`src/sv/pts_pkg.sv`:
```
// package for the priority tick scheduler with counting semaphores
// holds widths, codes, shared command and status structs; no dependencies
package pts_pkg;
   localparam int NUM_TASKS_DEF = 6;
   localparam int NUM_SEMS_DEF = 4;
   localparam int TASK_W = 3;
   localparam int SEM_W = 2;
   localparam int TICK_W = 8;
   localparam int SLEEP_W = 13;
   localparam int COUNT_W = 8;
   localparam int MS_W = 16;
   localparam int PRIO_W = 48;
   localparam int INIT_W = 16;
   localparam int CSR_W = 48;
   localparam int TICK_MS = 10;
   // divide by ten as multiply and shift, exact over the millisecond range
   localparam logic [MS_W-1:0] TICK_RECIP = 16'd52429;
   localparam int TICK_SHIFT = 19;
   localparam logic [TASK_W-1:0] NO_TASK = 3'd7;

   typedef enum logic [1:0] {
      KIND_SCHED = 2'd0,
      KIND_SLEEP = 2'd1,
      KIND_P     = 2'd2,
      KIND_V     = 2'd3
   } kind_type;

   localparam logic CSR_PRIO = 1'b0;
   localparam logic CSR_INIT = 1'b1;

   typedef enum logic [3:0] {
      OP_NONE,
      OP_LOAD,      // capture request, normalise current task
      OP_SLEEP_SET, // write sleep count of current task
      OP_DECAY,     // count all sleep counters down
      OP_PICK,      // pick best ready task into best register
      OP_REFILL,    // refill ready tasks from priorities
      OP_COMMIT,    // commit best (or flag none)
      OP_P_COUNT,   // decrement semaphore
      OP_P_ENQ,     // mark waiting and start walk
      OP_WALK,      // one step along waiter list
      OP_LINK,      // link tail to current
      OP_V,         // increment semaphore and wake head
      OP_DONE       // register result
   } op_type;

   typedef struct packed {
      op_type op;
   } cmd_type;

   typedef struct packed {
      logic       best_found;
      logic       p_valid;
      logic       p_blocks;
      logic       queue_empty;
      logic       walk_end;
      logic [1:0] kind;
   } status_type;
endpackage

```
`src/sv/pts_dp.sv`:
```
// datapath of the scheduler: task table, semaphores, pick logic
// driven by pts_ctrl commands; uses pts_pkg
module pts_dp #(
   parameter int NUM_TASKS = pts_pkg::NUM_TASKS_DEF,
   parameter int NUM_SEMS = pts_pkg::NUM_SEMS_DEF
) (
   input  logic                        clock,
   input  logic                        reset,
   input  pts_pkg::cmd_type            cmd,
   output pts_pkg::status_type         status,
   input  logic                        csr_write,
   input  logic                        csr_index,
   input  logic [pts_pkg::CSR_W-1:0]   csr_data,
   input  logic [1:0]                  req_kind,
   input  logic [1:0]                  req_sem_index,
   input  logic [pts_pkg::MS_W-1:0]    req_sleep_millis,
   output logic [pts_pkg::TASK_W-1:0]  rsp_running_task,
   output logic                        rsp_none_ready,
   output logic                        rsp_caller_blocked
);
   localparam int TW = pts_pkg::TASK_W;
   localparam int SEM_IDX_W = (NUM_SEMS > 1) ? $clog2(NUM_SEMS) : 1;
   localparam int TASK_IDX_W = $clog2(NUM_TASKS);

   logic [pts_pkg::PRIO_W-1:0]  prio_ff;
   logic [pts_pkg::TICK_W-1:0]  ticks_ff [NUM_TASKS];
   logic [pts_pkg::SLEEP_W-1:0] sleep_ff [NUM_TASKS];
   logic [NUM_TASKS-1:0]        wait_ff;
   logic [TW-1:0]               next_ff  [NUM_TASKS];
   logic signed [pts_pkg::COUNT_W-1:0] count_ff [NUM_SEMS];
   logic [TW-1:0]               head_ff  [NUM_SEMS];
   logic [TW-1:0]               cur_ff;
   logic [1:0]                  kind_ff;
   logic [1:0]                  sem_ff;
   logic [pts_pkg::MS_W-1:0]    ms_ff;
   logic                        found_ff;
   logic [TW-1:0]               best_ff;
   logic                        none_ff;
   logic                        blocked_ff;
   logic [TW-1:0]               tail_ff;
   logic [TW-1:0]               out_task_ff;
   logic                        out_none_ff, out_blocked_ff;

   logic [NUM_TASKS-1:0] ready;
   logic                 pick_found;
   logic [TW-1:0]        pick_idx;
   logic [pts_pkg::TICK_W-1:0] pick_top;
   logic                 sem_ok;
   logic [SEM_IDX_W-1:0] s;
   logic [pts_pkg::SLEEP_W-1:0] sleep_val;
   logic [2*pts_pkg::MS_W-1:0]  ms_prod;
   logic [TW-1:0]        cur_n;
   logic [TW-1:0]        walk_n;
   logic [TW-1:0]        v_head, v_next;

   always_comb begin
      for (int t = 0; t < NUM_TASKS; t++)
         ready[t] = !wait_ff[t] && (sleep_ff[t] == '0);
   end

   always_comb begin
      pick_found = 1'b0;
      pick_idx = '0;
      pick_top = '0;
      for (int t = 0; t < NUM_TASKS; t++) begin
         if (ready[t] && ticks_ff[t] > pick_top) begin
            pick_top = ticks_ff[t];
            pick_idx = TW'(t);
            pick_found = 1'b1;
         end
      end
   end

   assign sem_ok = ({1'b0, sem_ff} < 3'(NUM_SEMS));
   assign s = SEM_IDX_W'(sem_ff);
   assign ms_prod = ms_ff * pts_pkg::TICK_RECIP;
   assign sleep_val = ms_prod[pts_pkg::TICK_SHIFT +: pts_pkg::SLEEP_W];
   assign cur_n = ({1'b0, cur_ff} < 4'(NUM_TASKS)) ? cur_ff : '0;
   assign walk_n = next_ff[tail_ff[TASK_IDX_W-1:0]];
   assign v_head = head_ff[s];
   assign v_next = next_ff[v_head[TASK_IDX_W-1:0]];

   assign status.kind = kind_ff;
   assign status.best_found = found_ff;
   assign status.p_valid = sem_ok && ((kind_ff == pts_pkg::KIND_V) || !wait_ff[cur_ff[TASK_IDX_W-1:0]]);
   assign status.p_blocks = count_ff[s][pts_pkg::COUNT_W-1];
   assign status.queue_empty = ({1'b0, head_ff[s]} >= 4'(NUM_TASKS));
   assign status.walk_end = ({1'b0, walk_n} >= 4'(NUM_TASKS));

   assign rsp_running_task = out_task_ff;
   assign rsp_none_ready = out_none_ff;
   assign rsp_caller_blocked = out_blocked_ff;

   always_ff @(posedge clock) begin
      if (reset) begin
         prio_ff <= '0;
         for (int t = 0; t < NUM_TASKS; t++) begin
            ticks_ff[t] <= '0;
            sleep_ff[t] <= '0;
            next_ff[t] <= pts_pkg::NO_TASK;
         end
         wait_ff <= '0;
         for (int i = 0; i < NUM_SEMS; i++) begin
            count_ff[i] <= pts_pkg::COUNT_W'(init_reset_nib(i));
            head_ff[i] <= pts_pkg::NO_TASK;
         end
         cur_ff <= '0;
         found_ff <= 1'b0;
         none_ff <= 1'b0;
         blocked_ff <= 1'b0;
      end else begin
         if (csr_write) begin
            if (csr_index == pts_pkg::CSR_PRIO) begin
               prio_ff <= csr_data[pts_pkg::PRIO_W-1:0];
            end else begin
               for (int i = 0; i < NUM_SEMS; i++)
                  count_ff[i] <= pts_pkg::COUNT_W'(csr_data[4*i +: 4]);
            end
         end
         case (cmd.op)
            pts_pkg::OP_LOAD: begin
               kind_ff <= req_kind;
               sem_ff <= req_sem_index;
               ms_ff <= req_sleep_millis;
               cur_ff <= cur_n;
               none_ff <= 1'b0;
               blocked_ff <= 1'b0;
            end
            pts_pkg::OP_SLEEP_SET: sleep_ff[cur_ff[TASK_IDX_W-1:0]] <= sleep_val;
            pts_pkg::OP_DECAY: begin
               for (int t = 0; t < NUM_TASKS; t++)
                  if (sleep_ff[t] != '0) sleep_ff[t] <= sleep_ff[t] - 1'b1;
            end
            pts_pkg::OP_PICK: begin
               found_ff <= pick_found;
               best_ff <= pick_idx;
            end
            pts_pkg::OP_REFILL: begin
               for (int t = 0; t < NUM_TASKS; t++)
                  if (ready[t]) ticks_ff[t] <= prio_ff[8*t +: 8];
            end
            pts_pkg::OP_COMMIT: begin
               if (found_ff) cur_ff <= best_ff;
               else none_ff <= 1'b1;
            end
            pts_pkg::OP_P_COUNT: begin
               if (count_ff[s] != -8'sd128) count_ff[s] <= count_ff[s] - 1'b1;
            end
            pts_pkg::OP_P_ENQ: begin
               wait_ff[cur_ff[TASK_IDX_W-1:0]] <= 1'b1;
               next_ff[cur_ff[TASK_IDX_W-1:0]] <= pts_pkg::NO_TASK;
               blocked_ff <= 1'b1;
               tail_ff <= head_ff[s];
               if ({1'b0, head_ff[s]} >= 4'(NUM_TASKS)) head_ff[s] <= cur_ff;
            end
            pts_pkg::OP_WALK: begin
               if ({1'b0, walk_n} < 4'(NUM_TASKS)) tail_ff <= walk_n;
            end
            pts_pkg::OP_LINK: next_ff[tail_ff[TASK_IDX_W-1:0]] <= cur_ff;
            pts_pkg::OP_V: begin
               if (count_ff[s] != 8'sd127) begin
                  count_ff[s] <= count_ff[s] + 1'b1;
               end
               if (((count_ff[s] + 8'sd1) <= 8'sd0) && count_ff[s] != 8'sd127 &&
                   ({1'b0, v_head} < 4'(NUM_TASKS))) begin
                  head_ff[s] <= ({1'b0, v_next} < 4'(NUM_TASKS)) ? v_next : pts_pkg::NO_TASK;
                  next_ff[v_head[TASK_IDX_W-1:0]] <= pts_pkg::NO_TASK;
                  wait_ff[v_head[TASK_IDX_W-1:0]] <= 1'b0;
                  cur_ff <= v_head;
               end
            end
            default: ;
         endcase
      end
   end

   always_ff @(posedge clock) begin
      if (cmd.op == pts_pkg::OP_DONE) begin
         out_task_ff <= cur_ff;
         out_none_ff <= none_ff;
         out_blocked_ff <= blocked_ff;
      end
   end

   function automatic logic [3:0] init_reset_nib(input int i);
      logic [15:0] v;
      v = 16'h1111;
      return v[4*i +: 4];
   endfunction
endmodule

```
`config.mk`:
```
export PLATFORM = sky130hd
export DESIGN_NAME = pts_dp
export DESIGN_NICKNAME = d
export VERILOG_FILES = /design/src/sv/pts_pkg.sv /design/src/sv/pts_dp.sv
export SDC_FILE = /design/constraint.sdc
export NUM_CORES = 1
export LEC_CHECK = 0
export ABC_AREA = 1
export BUFFER_PORTS_ARGS = -buffer_cell sky130_fd_sc_hd__buf_2
export CORE_MARGIN = 3
export CORE_UTILIZATION = 30
export CTS_CLUSTER_DIAMETER = 60
export DETAILED_ROUTE_END_ITERATION = 10
export GPL_TIMING_DRIVEN = 0
export SLEW_MARGIN = 20
export SYNTH_ARGS = -nofsm -noshare
export SYNTH_HDL_FRONTEND = slang
export SYNTH_SLANG_ARGS = --single-unit
```
`constraint.sdc`:
```
create_clock -name clock -period 23 [get_ports clock]
set_input_delay 4.6 -clock clock [delete_from_list [all_inputs] [get_ports clock]]
set_output_delay 4.6 -clock clock [all_outputs]
set_load 0.05 [all_outputs]
```
==> impl_summary.md <==
Min path
The start point of the worst hold path is cur_ff[2]. In this run the worst hold path is classified as reg2reg.

Critical path
By startpoint and endpoint, the worst setup path is classified as reg2reg. On the worst path, the slowest cell contributes a delay of 400 ps. STA classifies the critical path endpoint as a flip-flop. The most repeated library cell on the critical path is sky130_fd_sc_hd__nand2_1. The most critical setup path has its startpoint at sleep_ff[0][0]. The arrival time of the worst setup path is 10,410 ps.

In this run the critical register-to-register path is launched from sleep_ff[0][0]. STA puts the critical path data required time at 23,440 ps. STA classifies the critical path startpoint as a flip-flop. Along the worst path, the maximum fanout reaches 10. The largest individual stage delay along the critical path comes from the cell sky130_fd_sc_hd__clkbuf_1.

Clocking
Post-CTS repair changed the size of 0 cells. Counting along the longest clock path gives a buffer depth of 3. The clock latency at the later pin of the worst-skew pair is 540 ps. The H-tree depth is 2.

Once the clock tree was built, the setup fixing pass inserted 0 buffers. The clock root buffer is sky130_fd_sc_hd__clkbuf_16. The CTS buffer count is 34. Clock-pin slew was measured on the worst setup and hold paths at 60 ps. The number of sinks handled by clock tree synthesis is 290.

TritonCTS built the clock tree. The total of hold buffers inserted after clock tree synthesis is 0.

Place
The count of buffers from port buffering is 86. Summing all placed instances gives a cell area of 0.0214 mm². Routability-driven placement finished with a final weighted congestion of 0.898. Summed over all nets, the half-perimeter wirelength after detailed placement is 40,600 µm.

Power and ir drop
The overall power of the completed layout is 1.59 mW. The static leakage is 9.48 nW. The areal power density over the cells is 70.8 mW/mm². The worst-case IR drop observed on VDD is 0.0725 mV.

Timing
The post-route setup TNS is 0 ps. The maximum clock skew at final layout is 26.2 ps. The actual slew at the worst max-slew pin is 1070 ps. Setup repair after global routing left no endpoint under its margin.

The relative slew slack is 27.8%. The max-slew violation total from the final report is 0. The number of hold-slack violations in the final timing report is 0. Setup violations remaining at the end of the flow were counted as 0.

The maximum clock rate is 0.100 GHz. Counting I/O delays and the setup requirement, the final critical path takes 9960 ps. In the finished design, the share of the clock period the worst path needs comes to 43.3%.

Synth
Counting flops with a built-in enable in the synthesized netlist gives 225. The register bit total from synthesis is 290. The most used flip-flop cell after synthesis is sky130_fd_sc_hd__edfxtp_1.

The total number of yosys warnings is 0. The mapped netlist covers 0.0198 mm². In this run the mean area of a mapped cell was 8.87 µm². The share of the Yosys chip area taken by registers is 40.7%. The fraction of synthesis flops using an asynchronous set or reset pin is 0%. After synthesis, the netlist uses 49 different library cells. The gate count after technology mapping is 2,234. The synthesized netlist net count is 2,574.

Die
The overall die width is 263 µm. In this run the core area contains 93 standard-cell rows. The total die area is 0.0692 mm². The initial standard-cell utilization of the core is 30.5%. The floorplan core area is 0.0649 mm². The floorplan step set the die height to 263 µm. The number of top-level pins is 88.

Drt
After detailed routing, the number of vias per cell comes to 4.81. The number of vias after detailed routing is 15,600. After detailed routing, the number of remaining DRC violations is 0.

After detailed routing, the average wire length per cell comes to 16.1 µm. Summed over all layers, the routed wires come to 52,000 µm. The length of the first detailed-routing pass in iterations is 6. The remaining antenna violation count after routing is 0. The detailed router finished its first iteration with 1,029 violations.

GRT
The global-route wire length before repair is 83,000 µm. The remaining global-route overflow is 0. Entering global routing, the biggest net connects 17 pins. The number of global-route vias before repair is 15,500.

The number of antenna violations at the first check in global routing is 1. Global routing consumed, over all layers together, 14.8% of the routing resources.

Final layout
The layout overhead on the synthesized area is 13.6%. The post-route netlist has 7.56% of its cells at a drive strength greater than 1. Summing all multi-input logic gate instances after layout gives 0.0101 mm². After routing the design area is 0.0225 mm². The number of fill cells in the layout is 6,747. Across the whole layout, storage elements account for 0.00806 mm². The total number of nets in the final design is 2,697. The number of antenna diodes in the final layout is 0.

Run
The number of max-cap violations is 0.

Run status
The flow ran to the end, and the final reports show no timing, DRC or antenna violations.
## synthesized netlist by cell type (49+ instances only)
| cell type | n | share of area [%] |
|---|---|---|
| sky130_fd_sc_hd__o21ai_0 | 204 | 5.2 |
| sky130_fd_sc_hd__nand2_1 | 285 | 5.4 |
| sky130_fd_sc_hd__a21oi_1 | 118 | 3.0 |
| sky130_fd_sc_hd__edfxtp_1 | 225 | 34 |
| sky130_fd_sc_hd__nor2_1 | 229 | 4.3 |
| sky130_fd_sc_hd__fa_1 | 82 | 8.3 |
| sky130_fd_sc_hd__ha_1 | 182 | 11 |
| sky130_fd_sc_hd__nand3_1 | 154 | 3.9 |
| sky130_fd_sc_hd__dfxtp_1 | 65 | 6.6 |
| sky130_fd_sc_hd__clkbuf_1 | 49 | 0.93 |
| sky130_fd_sc_hd__inv_1 | 365 | 6.9 |
| sky130_fd_sc_hd__nor3_1 | 52 | 1.3 |
## area by class of cell
| class | instances | area share, % |
|---|---|---|
| tap | 855 | 4.75 |
| clock buffer | 43 | 4.21 |
| clock inverter | 17 | 0.895 |
| inverter | 367 | 6.12 |
| timing repair buffer | 87 | 2.04 |
| buffer | 59 | 1.13 |
| sequential | 290 | 35.8 |
| multi-input combinational | 1518 | 45.0 |
## worst max-delay path: cells and delay by family, from the launching register on
| kind | cells | cell delay (ps) |
|---|---|---|
| adders and majority gates | 6 | 1680 |
| and+or+nand+nor | 31 | 3870 |
| AOI/OAI and AO/OA | 9 | 1850 |
| buffers and inverters | 13 | 2070 |
| DFF | 1 | 390 |
## cell families (layout without fill, tap and decap cells)
family | Yosys count | in the layout | synth area share [%]
and+or+nand+nor | 785 | 785 | 17.2
DFF | 290 | 290 | 40.7
AOI/OAI and AO/OA | 400 | 400 | 11.0
adders and majority gates | 264 | 264 | 19.8
xor gates and xnor gates | 69 | 69 | 3.05
buffers and inverters | 426 | 573 | 8.24
## flip-flops by register name, summed over array words and instances, names as in the netlist, named ones only
signal,cells
head_ff,12
best_ff,3
rsp_caller_blocked,1
cur_ff,3
none_ff,1
wait_ff,6
sleep_ff,78
found_ff,1
count_ff,32
blocked_ff,1
ms_ff,16
s,2
ticks_ff,48
kind_ff,2
tail_ff,3
rsp_running_task,3
prio_ff,48
next_ff,24
rsp_none_ready,1
## path summary, 6_finish.rpt
check | slack [ps] | to | cells past startpoint
worst max-delay path | 13040 | found_ff | 59
worst min-delay path | 440 | rsp_running_task[2] | 0
worst max register to register | 13040 | found_ff | 59
worst min register to register | 440 | rsp_running_task[2] | 0
## layout by cell type (no fill, tap or decap), drive strengths merged, types with 3 or more instances in the layout
cell type  netlist  final
edfxtp         225    225
a22oi            3      3
xnor2           34     34
xor2            35     35
or2              9      9
nand3b           4      4
o21ai          204    204
dfxtp           65     65
nand3          159    159
o2111ai          3      3
a21oi          118    118
nor3            52     52
a211oi           7      7
o221ai           3      3
nand2          296    296
a21o             4      4
o21a             4      4
bufinv           0      3
clkinv           1     11
nand4           16     16
clkbuf          49     92
ha             182    182
a31oi            7      7
nor2           235    235
fa              82     82
o22ai           23     23
inv            366    370
buf             10     97
nor4            12     12
o21bai           5      5
o211ai           4      4
a221oi           6      6
## metal layers
| metal | track usage [%] | wire length, µm | up-vias |
|---|---|---|---|
| li1 | - | - | 7779 |
| met1 | 20.3 | 23600 | 7316 |
| met4 | 3.65 | 1040 | 0 |
| met5 | 0 | 0 | - |
| met2 | 24.8 | 24400 | 384 |
| met3 | 2.08 | 2920 | 71 |
## power by group
group	switching [mW]	internal (mW)
clock	0.228	0.330
combinational	0.297	0.138
sequential	0.0138	0.587
## per-stage QoR
stage               utilization (%)  worst slack (ps)  hold WS [ps]  instances
finish                         34.7             13040           436       3236
detailed placement             32.9             13060           425       3176
global route                   34.7             11570           454       3236
floorplan                         -             15030           406       2234
CTS                            34.7             13020           438       3236
global placement               32.8             13070           415       3175
Note: power is estimated with default switching activity, not from simulation.
