<file path="config.mk">
export PLATFORM = sky130hd
export DESIGN_NAME = pts_ctrl
export DESIGN_NICKNAME = d
export VERILOG_FILES = /design/src/sv/pts_pkg.sv /design/src/sv/pts_ctrl.sv
export SDC_FILE = /design/constraint.sdc
export NUM_CORES = 1
export LEC_CHECK = 0
export CELL_PAD_IN_SITES_DETAIL_PLACEMENT = 0
export CELL_PAD_IN_SITES_GLOBAL_PLACEMENT = 1
export CORE_AREA = 2 2 39 41
export CTS_CLUSTER_SIZE = 14
export DETAILED_ROUTE_END_ITERATION = 8
export DIE_AREA = 0 0 41 43
export DONT_BUFFER_PORTS = 1
export GPL_ROUTABILITY_DRIVEN = 1
export PLACE_DENSITY_LB_ADDON = 0.3
export RECOVER_POWER = 50
export SYNTH_ARGS = -nofsm -noshare
export SYNTH_HDL_FRONTEND = slang
export SYNTH_SLANG_ARGS = --single-unit
</file>
<file path="constraint.sdc">
create_clock -name clock -period 1.6 [get_ports clock]
set_clock_uncertainty 0.05 [all_clocks]
set_input_delay 0.24 -clock clock [delete_from_list [all_inputs] [get_ports clock]]
set_output_delay 0.24 -clock clock [all_outputs]
set_load 0.02 [all_outputs]
</file>
<file path="src/sv/pts_pkg.sv">
// package for the priority tick scheduler with counting semaphores
// holds widths, codes, shared command and status structs; no dependencies
package pts_pkg;
   localparam int NUM_TASKS_DEF = 6;
   localparam int NUM_SEMS_DEF = 4;
   localparam int TASK_W = 3;
   localparam int SEM_W = 2;
   localparam int TICK_W = 8;
   localparam int SLEEP_W = 13;
   localparam int COUNT_W = 8;
   localparam int MS_W = 16;
   localparam int PRIO_W = 48;
   localparam int INIT_W = 16;
   localparam int CSR_W = 48;
   localparam int TICK_MS = 10;
   // divide by ten as multiply and shift, exact over the millisecond range
   localparam logic [MS_W-1:0] TICK_RECIP = 16'd52429;
   localparam int TICK_SHIFT = 19;
   localparam logic [TASK_W-1:0] NO_TASK = 3'd7;

   typedef enum logic [1:0] {
      KIND_SCHED = 2'd0,
      KIND_SLEEP = 2'd1,
      KIND_P     = 2'd2,
      KIND_V     = 2'd3
   } kind_type;

   localparam logic CSR_PRIO = 1'b0;
   localparam logic CSR_INIT = 1'b1;

   typedef enum logic [3:0] {
      OP_NONE,
      OP_LOAD,      // capture request, normalise current task
      OP_SLEEP_SET, // write sleep count of current task
      OP_DECAY,     // count all sleep counters down
      OP_PICK,      // pick best ready task into best register
      OP_REFILL,    // refill ready tasks from priorities
      OP_COMMIT,    // commit best (or flag none)
      OP_P_COUNT,   // decrement semaphore
      OP_P_ENQ,     // mark waiting and start walk
      OP_WALK,      // one step along waiter list
      OP_LINK,      // link tail to current
      OP_V,         // increment semaphore and wake head
      OP_DONE       // register result
   } op_type;

   typedef struct packed {
      op_type op;
   } cmd_type;

   typedef struct packed {
      logic       best_found;
      logic       p_valid;
      logic       p_blocks;
      logic       queue_empty;
      logic       walk_end;
      logic [1:0] kind;
   } status_type;
endpackage

</file>
<file path="src/sv/pts_ctrl.sv">
// controller state machine of the scheduler
// sequences datapath commands; uses pts_pkg
module pts_ctrl (
   input  logic                clock,
   input  logic                reset,
   input  logic                req_valid,
   output logic                req_ready,
   output logic                rsp_valid,
   input  logic                rsp_ready,
   input  pts_pkg::status_type status,
   output pts_pkg::cmd_type    cmd
);
   typedef enum logic [3:0] {
      S_IDLE, S_LOAD, S_SLEEP, S_DECAY, S_PICK1, S_REFILL, S_PICK2, S_COMMIT,
      S_PCOUNT, S_PENQ, S_WALK, S_LINK, S_V, S_OUT
   } state_type;

   state_type state_ff, state_in;
   logic      rsp_valid_ff, rsp_valid_in;

   assign req_ready = (state_ff == S_IDLE) && !rsp_valid_ff;
   assign rsp_valid = rsp_valid_ff;

   always_comb begin
      state_in = state_ff;
      rsp_valid_in = rsp_valid_ff && !rsp_ready;
      cmd.op = pts_pkg::OP_NONE;
      case (state_ff)
         S_IDLE: begin
            if (req_valid && req_ready) begin
               cmd.op = pts_pkg::OP_LOAD;
               state_in = S_LOAD;
            end
         end
         S_LOAD: begin
            case (status.kind)
               pts_pkg::KIND_SCHED: state_in = S_DECAY;
               pts_pkg::KIND_SLEEP: state_in = S_SLEEP;
               pts_pkg::KIND_P:     state_in = status.p_valid ? S_PCOUNT : S_OUT;
               default:             state_in = status.p_valid ? S_V : S_OUT;
            endcase
         end
         S_SLEEP: begin
            cmd.op = pts_pkg::OP_SLEEP_SET;
            state_in = S_DECAY;
         end
         S_DECAY: begin
            cmd.op = pts_pkg::OP_DECAY;
            state_in = S_PICK1;
         end
         S_PICK1: begin
            cmd.op = pts_pkg::OP_PICK;
            state_in = S_REFILL;
         end
         S_REFILL: begin
            if (status.best_found) begin
               state_in = S_COMMIT;
            end else begin
               cmd.op = pts_pkg::OP_REFILL;
               state_in = S_PICK2;
            end
         end
         S_PICK2: begin
            cmd.op = pts_pkg::OP_PICK;
            state_in = S_COMMIT;
         end
         S_COMMIT: begin
            cmd.op = pts_pkg::OP_COMMIT;
            state_in = S_OUT;
         end
         S_PCOUNT: begin
            cmd.op = pts_pkg::OP_P_COUNT;
            state_in = S_PENQ;
         end
         S_PENQ: begin
            if (status.p_blocks) begin
               cmd.op = pts_pkg::OP_P_ENQ;
               state_in = status.queue_empty ? S_DECAY : S_WALK;
            end else begin
               state_in = S_OUT;
            end
         end
         S_WALK: begin
            cmd.op = pts_pkg::OP_WALK;
            if (status.walk_end) state_in = S_LINK;
         end
         S_LINK: begin
            cmd.op = pts_pkg::OP_LINK;
            state_in = S_DECAY;
         end
         S_V: begin
            cmd.op = pts_pkg::OP_V;
            state_in = S_OUT;
         end
         S_OUT: begin
            cmd.op = pts_pkg::OP_DONE;
            rsp_valid_in = 1'b1;
            state_in = S_IDLE;
         end
         default: state_in = S_IDLE;
      endcase
   end

   always_ff @(posedge clock) begin
      if (reset) begin
         state_ff <= S_IDLE;
         rsp_valid_ff <= 1'b0;
      end else begin
         state_ff <= state_in;
         rsp_valid_ff <= rsp_valid_in;
      end
   end
endmodule

</file>
==> out/summary.txt, run 1 <==
Die ar. = 1760 µm²
Drt pass-1 iters = 4
Yosys top cell by area = dfxtp_1
F_max = 647 MHz
Worst Path Required = 1.31 ns
Slew @ Worst Pin = 0.378 ns
Multi-input gate area = 332 µm²
CTS sink cnt = 5
Routability cong. = 0.768
I/O pins = 17
Power, Total = 1.16 mW
Synth Area in Simple Gates = 0.268
Fraction of layout cells with a size suffix above 1 = 0.295
Crit start category = flip-flop
CTS tree = yes
Worst vdd ir = 802 µV
Slew Viols, Final = 0
Drt drc = 0
Largest net degree at the start of global routing = 18
Routed Wire Length = 1210 µm
Post-synth top flop = dfxtp_1
Setup ws final = 0.0553 ns
Register area = 113 µm²
GR Overflow Total = 0
Initial antenna violation count = 0
Worst-path fanout max = 11
Logic gate share of total power = 0.615
Warnings from Yosys = 0
Final min period = 1.54 ns
Outcome = completed
Setup TNS = 0 ns
Fin. Hold Viols = 0
Synth top cells by count = a21oi_1 (10), nor2_1 (9), nand2_1 (7)
Max Cap Viol = 0
WP data arrival = 1.25 ns
Worst Min Path Start = rsp_ready
EDFF count, synth = 0
Share of power burned in registers = 0.250
Final worst-path cycle share = 0.965
Seq cells post-synth = 5
Switching fraction of total power = 0.471
Rel. slew slack = 0.745
Post-synthesis sequential area ratio = 0.219
Yosys top cell area share = 0.219
Critical path type = flip-flop to output pin
Clock-pin slew on the worst setup and hold paths = 0.05 ns
Root buf cell = clkbuf_4
LEAKAGE = 0.234 nW
Critical path endpoint category = output pin
Hold path cells = 3
Vias = 521
RR Endpoint = state_ff[0]
Core area = 1380 µm²
Diode count = 0
Global-route wire length before repair = 1920 µm
Synth top area cells = dfxtp_1 (22%), a21oi_1 (11%), nor2_1 (7.4%)
CTS Buf Count = 3
FFs w/ async S/R, synth = 0
Input/output buffers = 0
Post-synthesis adder-cell area fraction = 0
Fillers = 143
Antenna-violating nets left = 0
Die Y = 43 µm
Clk_lat worst skew = 0.25 ns
Synth Area in XOR/XNOR = 0
Htree depth = 1
Endpoints failing setup = 0
Via density = 5.54
Vias in the first global route = 457
Hold WC Path Type = input port to flip-flop
Row count = 14
R2r setup slk = 0.29 ns
Layout area overhead = 29.5%
Area of the mapped netlist = 458 µm²
Reg2Reg Depth = 4
FF-to-FF Start = state_ff[2]
Clock power share = 0.135
Initial core utilization = 0.331
Detail Placement HPWL = 875 µm
PD cells = 1950 nW/µm²
Hold Crit Endpoint = rsp_valid
RSZ-0062 raised after global routing = no
Mux cell area share after synthesis = 0.0219
Cell Int Power = 0.611 mW
Post-Synthesis Net Count = 79
Total Routing Usage GR = 0.164
Most common cell in the synthesized netlist = a21oi_1
Synth cell types = 27
Post-synthesis compound-gate area fraction = 0.399
Longest Clk Path Bufs = 2
Mapped Cells = 68
Main combinational cell family by area after synthesis = compound AO/OA/AOI/OAI gates
Net Sw Power = 0.545 mW
Place WS = 0.0952 ns
Mapped Avg Cell Area = 6.73 µm²
Die W = 41 µm
Wirelength per Cell = 12.9 µm
Initial drt markers = 5
Nets = 90
-- final cells by class --
| class | count | area share |
|---|---|---|
| Timing Repair Buffer | 12 | 0.154 |
| Clock buffer | 4 | 0.0443 |
| Multi-Input combinational cell | 54 | 0.559 |
| Sequential cell | 5 | 0.190 |
| Tap cell | 16 | 0.0338 |
| Inverter | 3 | 0.0190 |
-- layout by cell type, fill, tap and decap left out, types with 2 or more instances in the layout --
cell type,count
a21oi_1,10
nor2_1,9
buf_4,9
nand2_1,7
o21ai_0,5
nand2b_1,4
inv_1,3
clkbuf_4,3
dfxtp_4,3
nor2b_1,2
clkbuf_1,2
dlygate4sd3_1,2
-- metal layers --
metal	track usage	vias to the layer above	routed length, µm
met4	0.100	0	21
met5	0	-	0
met2	0.225	14	538
met3	0.0366	2	66
li1	-	263	-
met1	0.223	242	587
-- power by group through the flow --
stage               clock network (mW)  registers [mW]  logic (mW)
detailed placement                   0           0.267       0.658
finish                           0.156           0.289       0.711
global placement                     0           0.267       0.661
global route                     0.168           0.300       0.780
CTS                              0.155           0.272       0.666
floorplan                            0           0.184       0.577
-- critical path, stage by stage, from the launching register on --
cell and delay (ns):
dfxtp_2 0.37, buf_4 0.18, nor4_2 0.27, buf_4 0.18
-- worst max path at each step --
stage	start	endpoint	slack, ns	cells past startpoint
2_1_floorplan	state_ff[3]	cmd[0]	0.13	4
3_3_place_gp	state_ff[1]	cmd[0]	0.13	4
3_5_place_dp	state_ff[1]	cmd[0]	0.1	4
4_1_cts	state_ff[3]	req_ready	0.005	3
5_1_grt	state_ff[1]	cmd[0]	0.006	4
6_report	state_ff[3]	req_ready	0.06	3
-- flip-flops by register name, indices dropped and copies added, names as in the netlist --
signal / count
state_ff: 4
rsp_valid: 1
-- what timing repair did --
item	4_1_cts	5_1_grt
pin swaps	0	0
resized for setup	3	7
hold buffers	1	1
endpoints found under the setup margin	5	5
hold endpoints to repair	1	4
setup buffers	0	1
-- stage by stage --
step                hold WS (ns)  cell area [µm²]  utilization  std cells
floorplan                  0.255              464            -         68
global placement           0.259              520        0.376         87
detailed placement         0.259              520        0.376         87
CTS                      0.00496              561        0.405         92
global route               0.151              593        0.429         94
finish                     0.127              593        0.429         94
-- cells by family (layout without fill, tap and decap cells) --
kind of cell           after synthesis  count (layout)
multiplexers                         1               1
AO/OA/AOI/OAI                       27              27
buffers and inverters                9              19
AND/OR/NAND/NOR                     26              26
flip-flops                           5               5
Power figures use the tool's default switching activity.
==> inputs of run 2 (changes only) <==
Settings changed: RECOVER_POWER 50 to 100.
==> out/summary.txt, run 2 (synthesis results as in run 1) <==
Switching fraction of total power = 0.472
Crit path largest cell delay = 0.37 ns
Vias in the first global route = 457
Layout area overhead = 29.0%
PD cells = 1950 nW/µm²
Fillers = 144
Initial core utilization = 0.331
Buf/Inv on CP = 2
CP top delay family = flip-flops
Setup TNS = 0 ns
Crit start category = flip-flop
Initial antenna violation count = 0
Rel. slew slack = 0.745
Power, Total = 1.15 mW
Worst-path fanout max = 11
Die Y = 43 µm
GR Overflow Total = 0
Worst Hold Margin = 0.127 ns
Antenna-violating nets left = 0
CTS tree = yes
Vias = 521
Core area = 1380 µm²
CTS sink cnt = 5
Most used cell, CP = buf_4
Slowest CP cell = dfxtp_2
Critical path endpoint category = output pin
Design area = 591 µm²
Crit path cell chain = buf_4 -> nor4_2 -> buf_4
Via density = 5.54
Initial drt markers = 5
Die W = 41 µm
RSZ-0062 raised after global routing = no
Wirelength per Cell = 12.9 µm
Die ar. = 1760 µm²
I/O pins = 17
Detail Placement HPWL = 875 µm
Dpl cell area = 520 µm²
Max Cap Viol = 0
Slew Viols, Final = 0
Largest reg by FF count = state_ff
Setup ws final = 0.0553 ns
Place WS = 0.0952 ns
Most frequent cells in the layout = a21oi_1 (10), nor2_1 (9), buf_4 (8), nand2_1 (7), o21ai_0 (5)
F_max = 647 MHz
Max FFs per register = 4
LEAKAGE = 0.234 nW
Htree depth = 1
Input/output buffers = 0
Final min period = 1.54 ns
Row count = 14
CTS Buf Count = 3
Net Sw Power = 0.545 mW
Logic gate share of total power = 0.614
Critical path type = flip-flop to output pin
Nets = 90
Diode count = 0
Routability cong. = 0.768
Largest net degree at the start of global routing = 18
Hold WC Path Type = input port to flip-flop
Worst vdd ir = 802 µV
Endpoints failing setup = 0
Global-route wire length before repair = 1920 µm
Placed cells = 87
Final worst-path cycle share = 0.965
Core Util, Final = 0.427
Clock power share = 0.135
Drt pass-1 iters = 4
Root buf cell = clkbuf_4
WP data arrival = 1.25 ns
Layout Cells excl Fill = 94
Outcome = completed
Drt drc = 0
Longest Clk Path Bufs = 2
Fraction of layout cells with a size suffix above 1 = 0.295
Worst Path Required = 1.31 ns
Clk_lat worst skew = 0.25 ns
Share of power burned in registers = 0.250
Commonest non-fill, non-tap cell in the layout = a21oi_1
Fin. Hold Viols = 0
Slew @ Worst Pin = 0.378 ns
Cell Int Power = 0.609 mW
Clock-pin slew on the worst setup and hold paths = 0.05 ns
Total Routing Usage GR = 0.164
Routed Wire Length = 1210 µm
-- run 2: path summary, 6_finish.rpt --
| kind | startpoint | endpoint | slack, ns | cells past startpoint |
|---|---|---|---|---|
| worst max register to register | state_ff[2] | state_ff[0] | 0.29 | 4 |
| worst max-delay path | state_ff[3] | req_ready | 0.06 | 3 |
| worst min-delay path | rsp_ready | rsp_valid | 0.13 | 3 |
| worst min register to register | state_ff[3] | state_ff[3] | 0.52 | 2 |
-- run 2: final cells by class --
cell class / count / area [µm²] / area share
multi-input cells: 54 / 332 / 0.561
flip-flops and latches: 5 / 113 / 0.191
repair buffers: 12 / 88.8 / 0.150
clock buffers: 4 / 26.3 / 0.0445
well taps: 16 / 20.0 / 0.0339
inverters: 3 / 11.3 / 0.0191
-- run 2: worst reg2reg max path: stages, from the launching register on --
cell and delay [ns]:
dfxtp_4 0.39, nand2b_1 0.17, a21oi_1 0.05, or3_1 0.36, a211oi_2 0.21
-- run 2: what timing repair did --
action                                  4_1_cts  5_1_grt
hold endpoints to repair                      1        4
endpoints found under the setup margin        5        5
hold buffers                                  1        1
resized for setup                             3        7
buffers inserted                              0        1
-- run 2: power groups by stage --
stage / clock network (mW) / registers, mW / logic (mW)
5_1_grt: 0.168 / 0.300 / 0.778
6_report: 0.156 / 0.289 / 0.709
2_1_floorplan: 0 / 0.184 / 0.577
3_3_place_gp: 0 / 0.267 / 0.661
4_1_cts: 0.155 / 0.272 / 0.666
3_5_place_dp: 0 / 0.267 / 0.658
-- run 2: layer usage --
layer / up-vias / share of wire / GRT usage
li1: 263 / - / -
met1: 242 / 0.48 / 0.223
met2: 14 / 0.44 / 0.225
met3: 2 / 0.054 / 0.0366
met4: 0 / 0.017 / 0.100
met5: - / 0 / 0
==> inputs of run 3 (changes only) <==
Settings changed: REMOVE_ABC_BUFFERS from default to 1.
==> out/summary.txt, run 3 (synthesis results as in run 1) <==
PD cells = 1960 nW/µm²
Via density = 5.64
Outcome = completed
Hold WC Path Type = input port to flip-flop
Diode count = 0
Core area = 1380 µm²
Die W = 41 µm
Clk_lat worst skew = 0.24 ns
Commonest non-fill, non-tap cell in the layout = a21oi_1
Place WS = 0.132 ns
Detail Placement HPWL = 851 µm
GR Overflow Total = 0
Clock-pin slew on the worst setup and hold paths = 0.04 ns
Root buf cell = clkbuf_4
Core Util, Final = 0.398
Drt drc = 0
Vias = 519
LEAKAGE = 0.221 nW
Drt pass-1 iters = 4
Crit start category = flip-flop
R2r setup slk = 0.23 ns
Longest Clk Path Bufs = 2
F_max = 643 MHz
Worst Hold Margin = 0.0141 ns
Fraction of layout cells with a size suffix above 1 = 0.237
CTS sink cnt = 5
Initial antenna violation count = 0
Global-route wire length before repair = 2130 µm
Initial drt markers = 11
Die ar. = 1760 µm²
CTS tree = yes
Final worst-path cycle share = 0.972
Total Routing Usage GR = 0.171
RSZ-0062 raised after global routing = yes
Layout area overhead = 20.2%
Worst-path fanout max = 8
Most frequent cells in the layout = a21oi_1 (10), nor2_1 (9), buf_4 (8), nand2_1 (7), o21ai_0 (5)
Nets = 88
Worst Path Required = 1.31 ns
WP data arrival = 1.26 ns
Max Cap Viol = 0
Rel. slew slack = 0.750
Slew Viols, Final = 0
Met3 usage = 0.0524
Setup ws final = 0.0453 ns
Routability cong. = 0.745
Wirelength per Cell = 12.9 µm
Vias in the first global route = 495
Htree depth = 1
Critical path endpoint category = output pin
Input/output buffers = 0
Die Y = 43 µm
Largest reg by FF count = state_ff
Worst vdd ir = 622 µV
Met1 usage = 0.235
CTS Buf Count = 3
Critical path type = flip-flop to output pin
Fillers = 155
Final min period = 1.55 ns
Routed Wire Length = 1190 µm
Row count = 14
Setup Buffers After CTS = 0
Largest net degree at the start of global routing = 16
Most Crowded Layer GR = met2
Max FFs per register = 4
Slew @ Worst Pin = 0.370 ns
GRT met2 Usage = 0.250
I/O pins = 17
Fin. Hold Viols = 0
Endpoints failing setup = 0
Antenna-violating nets left = 0
Initial core utilization = 0.331
-- run 3: changes by cell type in the layout (fill, tap and decap cells not counted), sizes merged --
| cell | delta |
|---|---|
| buf | -1 |
| dlygate4sd3 | -1 |
-- run 3: layout make-up --
class                      count  area, µm²  area share
multi-input combinational     54        312       0.566
sequential                     5        108       0.195
timing repair buffer          10       73.8       0.134
clock buffer                   4       26.3      0.0477
tap                           16       20.0      0.0364
inverter                       3       11.3      0.0205
-- run 3: stage by stage --
step	setup TNS (ns)	total power, mW	area (µm²)	std cells
after CTS	0	1.09	556	92
after detailed placement	0	0.928	514	87
after global routing	-0.107	1.20	551	92
after global placement	0	0.931	514	87
after floorplan	-0.0316	0.701	427	62
final	0	1.08	551	92
-- run 3: timing repair --
action	in CTS	in global routing
hold buffers	1	0
gates cloned	0	0
endpoints found under the hold margin	2	0
endpoints found under the setup margin	4	5
resized for setup	4	3
pin swaps	1	0
-- run 3: final timing paths --
| path | to | depth (start not counted) | from |
|---|---|---|---|
| worst max-delay path | cmd[2] | 5 | state_ff[0] |
| worst min-delay path | state_ff[2] | 1 | reset |
| worst max register to register | state_ff[0] | 5 | state_ff[1] |
| worst min register to register | rsp_valid | 2 | rsp_valid |
-- run 3: power by group --
part           switching, mW  total (mW)  internal [mW]
clock                 0.0502       0.144         0.0942
combinational          0.361       0.662          0.301
sequential            0.0992       0.275          0.176
total                  0.511        1.08          0.570
-- run 3: critical path: stages, from the launching register on --
cell and delay (ns):
dfxtp_2 0.39, nor2b_1 0.22, nand2_1 0.07, a21oi_1 0.14, nor2_1 0.06, buf_4 0.15
-- run 3: layer usage --
| layer | part of all wire | up-vias |
|---|---|---|
| li1 | - | 260 |
| met1 | 0.47 | 249 |
| met2 | 0.49 | 10 |
| met3 | 0.033 | 0 |
| met4 | 0 | 0 |
| met5 | 0 | - |
